==> src/lpg_pkg.sv <==
package lpg_pkg;

	typedef enum logic [1:0] {
		MODE_SOLID  = 2'd0,
		MODE_BLINK  = 2'd1,
		MODE_DOUBLE = 2'd2,
		MODE_BREATH = 2'd3
	} mode_t;

	localparam int CFG_INDEX_W = 3;
	localparam int CFG_DATA_W  = 16;

	localparam logic [CFG_INDEX_W-1:0] REG_MODE     = 3'd0;
	localparam logic [CFG_INDEX_W-1:0] REG_RED      = 3'd1;
	localparam logic [CFG_INDEX_W-1:0] REG_GREEN    = 3'd2;
	localparam logic [CFG_INDEX_W-1:0] REG_BLUE     = 3'd3;
	localparam logic [CFG_INDEX_W-1:0] REG_INTERVAL = 3'd4;

	localparam logic [15:0] BLINK_INTERVAL_RESET = 16'd500;
	localparam logic [31:0] DOUBLE_STEP_MS       = 32'd100;
	localparam logic [3:0]  DOUBLE_WRAP          = 4'd8;
	localparam logic [6:0]  RAMP_TOP             = 7'd100;
	localparam logic [6:0]  RAMP_STEP            = 7'd2;

	// x / 100 for x below 25600 equals (x * 5243) >> 19.
	localparam logic [12:0] RECIP_MUL   = 13'd5243;
	localparam int          RECIP_SHIFT = 19;

	localparam int PROD_W = 15;

	typedef struct packed {
		logic [7:0] red;
		logic [7:0] green;
		logic [7:0] blue;
	} rgb_t;

	typedef struct packed {
		mode_t       mode;
		rgb_t        color;
		logic [15:0] interval;
	} cfg_t;

	typedef struct packed {
		logic s1_go;
		logic s2_free;
		logic s2_go;
	} flow_t;

	typedef struct packed {
		logic              breath;
		rgb_t              color;
		logic [PROD_W-1:0] prod_red;
		logic [PROD_W-1:0] prod_green;
		logic [PROD_W-1:0] prod_blue;
	} stage2_t;

endpackage

==> src/led_pattern_generator.sv <==
// Channel   Dir  Handshake            Payload
// s_        in   s_tvalid / s_tready  s_tdata: now_ms [31:0]
// m_        out  m_tvalid / m_tready  m_tdata: red_out, green_out, blue_out
// cfg_      in   cfg_we               cfg_index, cfg_wdata
//
// One update is accepted in every cycle unless results back up at the output.
// The input register, the stage after the pattern logic and the output register each
// hold one item, so up to two more items are accepted while a result waits to be taken.
// Updates that cause no result leave the pipe after the first stage.
// Reset clears the configuration to its defaults and all pattern state to zero.
module led_pattern_generator
	import lpg_pkg::*;
(
	input  logic                   clk,
	input  logic                   arst_n,
	input  logic                   cfg_we,
	input  logic [CFG_INDEX_W-1:0] cfg_index,
	input  logic [CFG_DATA_W-1:0]  cfg_wdata,
	input  logic                   s_tvalid,
	output logic                   s_tready,
	input  logic [31:0]            s_tdata,  // now_ms [31:0]
	output logic                   m_tvalid,
	input  logic                   m_tready,
	output logic [23:0]            m_tdata   // red_out [7:0], green_out [15:8], blue_out [23:16]
);

	cfg_t        cfg;
	logic        ramp_restart;
	flow_t       flow;
	logic        valid_s1;
	logic [31:0] now_s1;
	logic        s2_valid;
	stage2_t     s2_data;
	rgb_t        final_color;
	logic        out_free;

	assign out_free     = !m_tvalid || m_tready;
	assign flow.s2_go   = s2_valid && out_free;
	assign flow.s2_free = !s2_valid || out_free;
	assign flow.s1_go   = valid_s1 && flow.s2_free;
	assign s_tready     = !valid_s1 || flow.s2_free;

	always_ff @(posedge clk or negedge arst_n) begin
		if (!arst_n) begin
			valid_s1 <= 1'b0;
		end else if (s_tready) begin
			valid_s1 <= s_tvalid;
		end
	end

	always_ff @(posedge clk) begin
		if (s_tready && s_tvalid) begin
			now_s1 <= s_tdata;
		end
	end

	lpg_cfg_regs u_cfg (
		.clk          (clk),
		.arst_n       (arst_n),
		.cfg_we       (cfg_we),
		.cfg_index    (cfg_index),
		.cfg_wdata    (cfg_wdata),
		.cfg          (cfg),
		.ramp_restart (ramp_restart)
	);

	lpg_core u_core (
		.clk          (clk),
		.arst_n       (arst_n),
		.cfg          (cfg),
		.ramp_restart (ramp_restart),
		.flow         (flow),
		.s1_valid     (valid_s1),
		.s1_now       (now_s1),
		.final_color  (final_color),
		.s2_valid     (s2_valid),
		.s2_data      (s2_data)
	);

	lpg_scale u_scale (
		.clk         (clk),
		.arst_n      (arst_n),
		.out_free    (out_free),
		.s2_valid    (s2_valid),
		.s2_data     (s2_data),
		.final_color (final_color),
		.out_valid   (m_tvalid),
		.out_data    (m_tdata)
	);

endmodule

==> src/lpg_cfg_regs.sv <==
module lpg_cfg_regs
	import lpg_pkg::*;
(
	input  logic                   clk,
	input  logic                   arst_n,
	input  logic                   cfg_we,
	input  logic [CFG_INDEX_W-1:0] cfg_index,
	input  logic [CFG_DATA_W-1:0]  cfg_wdata,
	output cfg_t                   cfg,
	output logic                   ramp_restart
);

	cfg_t cfg_q;

	always_ff @(posedge clk or negedge arst_n) begin
		if (!arst_n) begin
			cfg_q.mode     <= MODE_SOLID;
			cfg_q.color    <= '0;
			cfg_q.interval <= BLINK_INTERVAL_RESET;
		end else if (cfg_we) begin
			case (cfg_index)
				REG_MODE:     cfg_q.mode        <= mode_t'(cfg_wdata[1:0]);
				REG_RED:      cfg_q.color.red   <= cfg_wdata[7:0];
				REG_GREEN:    cfg_q.color.green <= cfg_wdata[7:0];
				REG_BLUE:     cfg_q.color.blue  <= cfg_wdata[7:0];
				REG_INTERVAL: cfg_q.interval    <= cfg_wdata;
				default: begin
				end
			endcase
		end
	end

	assign cfg = cfg_q;
	assign ramp_restart = cfg_we && (cfg_index == REG_MODE)
		&& (mode_t'(cfg_wdata[1:0]) == MODE_BREATH);

endmodule

==> src/lpg_core.sv <==
module lpg_core
	import lpg_pkg::*;
(
	input  logic        clk,
	input  logic        arst_n,
	input  cfg_t        cfg,
	input  logic        ramp_restart,
	input  flow_t       flow,
	input  logic        s1_valid,
	input  logic [31:0] s1_now,
	input  rgb_t        final_color,
	output logic        s2_valid,
	output stage2_t     s2_data
);

	logic [31:0] blink_last_q;
	logic        blink_on_q;
	logic [31:0] dbl_last_q;
	logic [3:0]  dbl_cnt_q;
	rgb_t        dbl_color_q;
	logic [6:0]  ramp_lvl_q;
	logic        ramp_fall_q;

	logic        valid_s2;
	stage2_t     data_s2;

	logic        blink_fire;
	logic        dbl_fire;
	logic [3:0]  cnt_inc;
	logic [3:0]  cnt_d;
	logic [6:0]  lvl_d;
	logic        fall_d;
	rgb_t        prev_color;
	logic        emit;
	stage2_t     data_d;

	assign blink_fire = (s1_now - blink_last_q) > {16'd0, cfg.interval};
	assign dbl_fire   = (s1_now - dbl_last_q) > DOUBLE_STEP_MS;
	assign cnt_inc    = dbl_cnt_q + 4'd1;
	assign cnt_d      = (cnt_inc >= DOUBLE_WRAP) ? 4'd0 : cnt_inc;

	// The colour last shown may still sit in the second stage.
	assign prev_color = valid_s2 ? final_color : dbl_color_q;

	always_comb begin
		if (ramp_fall_q) begin
			lvl_d  = (ramp_lvl_q >= RAMP_STEP) ? ramp_lvl_q - RAMP_STEP : 7'd0;
			fall_d = (lvl_d != 7'd0);
		end else begin
			lvl_d  = ramp_lvl_q + RAMP_STEP;
			fall_d = 1'b0;
			if (lvl_d >= RAMP_TOP) begin
				lvl_d  = RAMP_TOP;
				fall_d = 1'b1;
			end
		end
	end

	always_comb begin
		emit              = 1'b0;
		data_d.breath     = 1'b0;
		data_d.color      = cfg.color;
		data_d.prod_red   = PROD_W'(cfg.color.red)   * PROD_W'(lvl_d);
		data_d.prod_green = PROD_W'(cfg.color.green) * PROD_W'(lvl_d);
		data_d.prod_blue  = PROD_W'(cfg.color.blue)  * PROD_W'(lvl_d);
		case (cfg.mode)
			MODE_SOLID: begin
				emit = 1'b1;
			end
			MODE_BLINK: begin
				emit = blink_fire;
				data_d.color = blink_on_q ? '0 : cfg.color;
			end
			MODE_DOUBLE: begin
				emit = dbl_fire;
				case (cnt_inc)
					4'd1, 4'd2: data_d.color = cfg.color;
					4'd3, 4'd4: data_d.color = '0;
					default:    data_d.color = prev_color;
				endcase
			end
			MODE_BREATH: begin
				emit = 1'b1;
				data_d.breath = 1'b1;
			end
			default: begin
			end
		endcase
	end

	always_ff @(posedge clk or negedge arst_n) begin
		if (!arst_n) begin
			blink_last_q <= '0;
			blink_on_q   <= 1'b0;
			dbl_last_q   <= '0;
			dbl_cnt_q    <= '0;
			dbl_color_q  <= '0;
			ramp_lvl_q   <= '0;
			ramp_fall_q  <= 1'b0;
			valid_s2     <= 1'b0;
		end else begin
			if (flow.s2_free) begin
				valid_s2 <= s1_valid && emit;
			end
			if (flow.s2_go) begin
				dbl_color_q <= final_color;
			end
			if (flow.s1_go && (cfg.mode == MODE_BLINK) && blink_fire) begin
				blink_on_q   <= !blink_on_q;
				blink_last_q <= s1_now;
			end
			if (flow.s1_go && (cfg.mode == MODE_DOUBLE) && dbl_fire) begin
				dbl_cnt_q  <= cnt_d;
				dbl_last_q <= s1_now;
			end
			if (ramp_restart) begin
				ramp_lvl_q  <= '0;
				ramp_fall_q <= 1'b0;
			end else if (flow.s1_go && (cfg.mode == MODE_BREATH)) begin
				ramp_lvl_q  <= lvl_d;
				ramp_fall_q <= fall_d;
			end
		end
	end

	always_ff @(posedge clk) begin
		if (flow.s1_go) begin
			data_s2 <= data_d;
		end
	end

	assign s2_valid = valid_s2;
	assign s2_data  = data_s2;

endmodule

==> src/lpg_scale.sv <==
module lpg_scale
	import lpg_pkg::*;
(
	input  logic        clk,
	input  logic        arst_n,
	input  logic        out_free,
	input  logic        s2_valid,
	input  stage2_t     s2_data,
	output rgb_t        final_color,
	output logic        out_valid,
	output logic [23:0] out_data
);

	localparam int QW = PROD_W + $bits(RECIP_MUL);

	logic [QW-1:0] q_red;
	logic [QW-1:0] q_green;
	logic [QW-1:0] q_blue;
	logic          valid_q;
	rgb_t          color_q;

	assign q_red   = QW'(s2_data.prod_red)   * QW'(RECIP_MUL);
	assign q_green = QW'(s2_data.prod_green) * QW'(RECIP_MUL);
	assign q_blue  = QW'(s2_data.prod_blue)  * QW'(RECIP_MUL);

	always_comb begin
		if (s2_data.breath) begin
			final_color.red   = q_red[RECIP_SHIFT +: 8];
			final_color.green = q_green[RECIP_SHIFT +: 8];
			final_color.blue  = q_blue[RECIP_SHIFT +: 8];
		end else begin
			final_color = s2_data.color;
		end
	end

	always_ff @(posedge clk or negedge arst_n) begin
		if (!arst_n) begin
			valid_q <= 1'b0;
		end else if (out_free) begin
			valid_q <= s2_valid;
		end
	end

	always_ff @(posedge clk) begin
		if (out_free && s2_valid) begin
			color_q <= final_color;
		end
	end

	assign out_valid = valid_q;
	assign out_data  = {color_q.blue, color_q.green, color_q.red};

endmodule

==> config.mk <==
export PLATFORM = sky130hd
export DESIGN_NAME = led_pattern_generator
export DESIGN_NICKNAME = d
export VERILOG_FILES = /design/src/lpg_pkg.sv /design/src/led_pattern_generator.sv /design/src/lpg_cfg_regs.sv /design/src/lpg_core.sv /design/src/lpg_scale.sv
export SDC_FILE = /design/constraint.sdc
export NUM_CORES = 2
export LEC_CHECK = 0
export ABC_CLOCK_PERIOD_IN_PS = 6900
export BUFFER_PORTS_ARGS = -buffer_cell sky130_fd_sc_hd__clkbuf_2
export CAP_MARGIN = 20
export CORE_ASPECT_RATIO = 0.6
export CORE_MARGIN = 2
export CORE_UTILIZATION = 55
export DETAILED_ROUTE_END_ITERATION = 16
export PLACE_DENSITY = 0.81
export SYNTH_ARGS = -nofsm -noshare
export SYNTH_HDL_FRONTEND = slang
export SYNTH_SLANG_ARGS = --single-unit
export TNS_END_PERCENT = 5
==> constraint.sdc <==
create_clock -name clk -period 6.9 [get_ports clk]
set_input_delay 1.38 -clock clk [delete_from_list [all_inputs] [get_ports clk]]
set_output_delay 1.38 -clock clk [all_outputs]
set_load 0.1 [all_outputs]
==> reports/results.txt <==
The final routed wire length divided by cell count works out to 18.34 um. The worst hold path passes through 2 cells. Area share of the largest cell type after synthesis: 0.1942.

The worst setup path is launched from a register. The count of buffers added on input and output ports is 81. The worst path needs 6.543 ns of the cycle, external delays included.

At the pin with the least slew margin, the transition time is 1.075 ns. For the overall die area, the log shows 0.05820 mm^2. At the worst endpoint, the arrival time is 6.87 ns.

The post-route standard cell area excluding fillers was 0.03303 mm^2; the relative max-transition margin was 0.2804. Measured in cells, the most critical reg-to-reg path has a length of 28. The achievable clock frequency is 152.8 MHz, and the number of violations of the max-capacitance limit is 0.

The prevailing post-synth register cell is sky130_fd_sc_hd__dfrtp_1. The share of flip-flops with an asynchronous set or reset after synthesis is 0.5368. The gate count after technology mapping is 3,150, and the largest net degree at the start of global routing is 96. The total of flip-flops plus latches after synthesis was 272; the area added between synthesis and finish was 6.818%. No sink is reached through more buffers than the 3 on the longest clock path.

The detailed-routing iteration count for the pre-antenna-repair pass was 6; the wire length on met3 was 8.453 mm. Of all nets on the critical path, the largest fanout is 24. For this run, the post-layout net count is 4,043. During I/O placement, the number of pins put on the boundary was 82. The run gives 0.05566 mm^2 as the placeable core region. During synthesis, Yosys emitted a total of 0 warnings. The floorplan has 67 rows. The run finished with clean final reports. The H-tree depth is 1. Detailed placement ended at an HPWL of 58.55 mm. The final-report max-slew violation count was 0; the wire length of the first global-routing pass was 119.5 mm.

The portion of the post-synthesis area used by sequential elements was 0.2407. Post-route clock skew: 0.03662 ns. For the critical path data required time, the log shows 7.23 ns. The top routing layer in use was met4. The number of nets handed over by synthesis was 3,979. The insertion delay of the later-clocked pin in the worst-skew pair is 0.60 ns, and the horizontal die dimension is 310.1 um. By area the synthesized netlist is led by sky130_fd_sc_hd__ha_1, sky130_fd_sc_hd__fa_1, sky130_fd_sc_hd__edfxtp_1. In the routed layout, each cell is associated on average with a via count of 5.658.

In the post-synthesis netlist, the cell with the most instances is sky130_fd_sc_hd__inv_1. The tools report the total grt overflow as 0. In this design, the stage delay of the slowest critical-path cell is 0.53 ns. The number of antenna violations at the first check in global routing is 1. By count the netlist is led by sky130_fd_sc_hd__inv_1, sky130_fd_sc_hd__ha_1, sky130_fd_sc_hd__fa_1, sky130_fd_sc_hd__nand2_1, sky130_fd_sc_hd__a21oi_1.

Post-detailed-route DRC marker count: 0. The ratio of cells with drive above 1 in the final layout works out to 0.08037. The tools report the kind of end point of the critical path as a register. TritonCTS built the clock tree.

OpenSTA, run right after detailed placement, puts the worst setup slack at 0.1950 ns. The setup-violating endpoint count in the final report is 0. The initial detailed-routing violation count came out at 2,316. Overall fraction of global-route tracks in use: 0.2577. The root buffer cell chosen for the clock tree is sky130_fd_sc_hd__clkbuf_16.

The detail route stage leaves a number of antenna-violating nets equal to 0. The register clock-pin slew on the reported worst setup and hold paths was 0.08 ns. The cell area reported after detailed placement is 0.03218 mm^2, and the number of vias in the routed layout is 22,600. The detailed-route wire length on metal 1 was 35.22 mm. The worst setup path is of the register to register kind.

The share of the clock period used by the worst path is 0.9482. The largest individual stage delay along the critical path comes from the cell sky130_fd_sc_hd__dfrtp_1. The number of clock sinks was 272; the effective utilization at floorplan was 0.5555. The largest total area in the synthesized netlist belongs to sky130_fd_sc_hd__ha_1.

Count of endpoints failing hold in the final timing report: 0. The buffers inserted during post-CTS setup optimization is 0. The netlist area before placement was 0.03092 mm^2; the via count of the first global-routing pass was 22,280. The routability-driven placement congestion ratio is 0.9540. The run gives 28.73 mm as the routed wire length on met2.

Path class of the lowest-slack min-delay path: register to register. In this run, synthesis inferred 126 flip-flops with an integrated enable. The die height is 187.7 um, and the count of different cell masters after synthesis is 81.

Average footprint of a synthesized cell: 9.817 um^2. The number of CTS-inserted buffers is 27, and the worst path setup slack after routing is 0.3574 ns. The most used cell along the critical path is sky130_fd_sc_hd__inv_1.

Wires add up to 73.27 mm.
==> worst max-delay path, delay by kind of cell (launching register included) <==
kind | cells | cell delay [ns]
fa+ha+maj | 6 | 2.75
compound gates | 7 | 1.07
simple gates | 6 | 1.06
buf+inv | 8 | 0.79
flops | 1 | 0.53
xor+xnor | 1 | 0.07
==> registers in the layout, summed over array words and instances (netlist names), 4 cells and up <==
signal and cells:
now_s1 32, u_core.dbl_last_q 32, u_core.dbl_cnt_q 4, u_core.s2_data 70, u_core.blink_last_q 32, u_core.ramp_lvl_q 7, u_core.dbl_color_q 24, u_scale.out_data 24
u_cfg.cfg 42
==> final timing paths <==
path | endpoint | slack (ns) | from
max | u_core.s2_data[27]$_DFFE_PP_ | 0.36 | u_core.ramp_lvl_q[1]$_DFFE_PN0P_
min | u_core.dbl_color_q[15]$_DFFE_PN0P_ | 0.49 | u_core.dbl_color_q[15]$_DFFE_PN0P_
max reg2reg | u_core.s2_data[27]$_DFFE_PP_ | 0.36 | u_core.ramp_lvl_q[1]$_DFFE_PN0P_
min reg2reg | u_core.dbl_color_q[15]$_DFFE_PN0P_ | 0.49 | u_core.dbl_color_q[15]$_DFFE_PN0P_
max in group asynchronous | u_core.dbl_color_q[22]$_DFFE_PN0P_ | 4.65 | arst_n
min in group asynchronous | u_core.dbl_last_q[7]$_DFFE_PN0P_ | 0.89 | arst_n
==> layout by cell type (no fill, tap or decap), drive strengths merged, types with 14 or more instances in the layout <==
cell    instances
inv           666
edfxtp        126
nand3          30
mux2i          16
mux2           91
a21oi         171
nor2          102
nor2b          19
buf            28
a21o           41
and3           15
clkbuf        116
dfrtp         140
and2          130
xor2           31
or2            14
nand4          14
or3            15
ha            480
nand2         190
a31oi          17
fa            293
o21bai         22
xnor2          77
o21ai         126
nor3           44
nand2b         18
o21a           18
==> metal layers <==
layer,vias to the layer above,global-route usage
met5,-,0
met4,0,0.03679
met3,98,0.08590
met2,959,0.3467
met1,10960,0.4043
li1,10590,-
==> per-stage QoR <==
stage	hold WS, ns	utilization	cells	setup TNS, ns
after floorplan	0.4446	-	3150	0
after global placement	0.4656	0.5781	3942	0
after detailed placement	0.4739	0.5781	3942	0
after CTS	0.4924	0.5929	3992	0
after global routing	0.5035	0.5934	3995	-0.001595
final	0.4913	0.5934	3995	0
==> final cells by class <==
cell class | instances | area (um^2)
Fill cell | 4646 | 22630
Timing Repair Buffer | 109 | 631.9
Multi-Input combinational cell | 2140 | 20690
Sequential cell | 272 | 7445
Clock inverter | 15 | 118.9
Clock buffer | 35 | 705.7
Tap cell | 759 | 949.7
Inverter | 664 | 2492
Antenna cell | 1 | 2.502
==> kinds of logic after synthesis <==
family / count (synthesis) / synth area share
buffers and inverters: 738 / 0.09144
XOR/XNOR: 108 / 0.03059
AND/OR/NAND/NOR: 615 / 0.09937
adder cells (fa/ha/maj): 773 / 0.3839
AO/OA/AOI/OAI: 537 / 0.1122
multiplexers: 107 / 0.04172
flip-flops: 272 / 0.2407
==> timing repair <==
item / CTS / global route
gates resized for setup: 0 / 4
setup endpoints to repair: 0 / 12
endpoints found under the hold margin: 0 / 0
hold buffers: 0 / 0
Power is left out: the tool's default activity adds up to more than one toggle a clock period on the data nets, which glitch-free logic cannot reach.
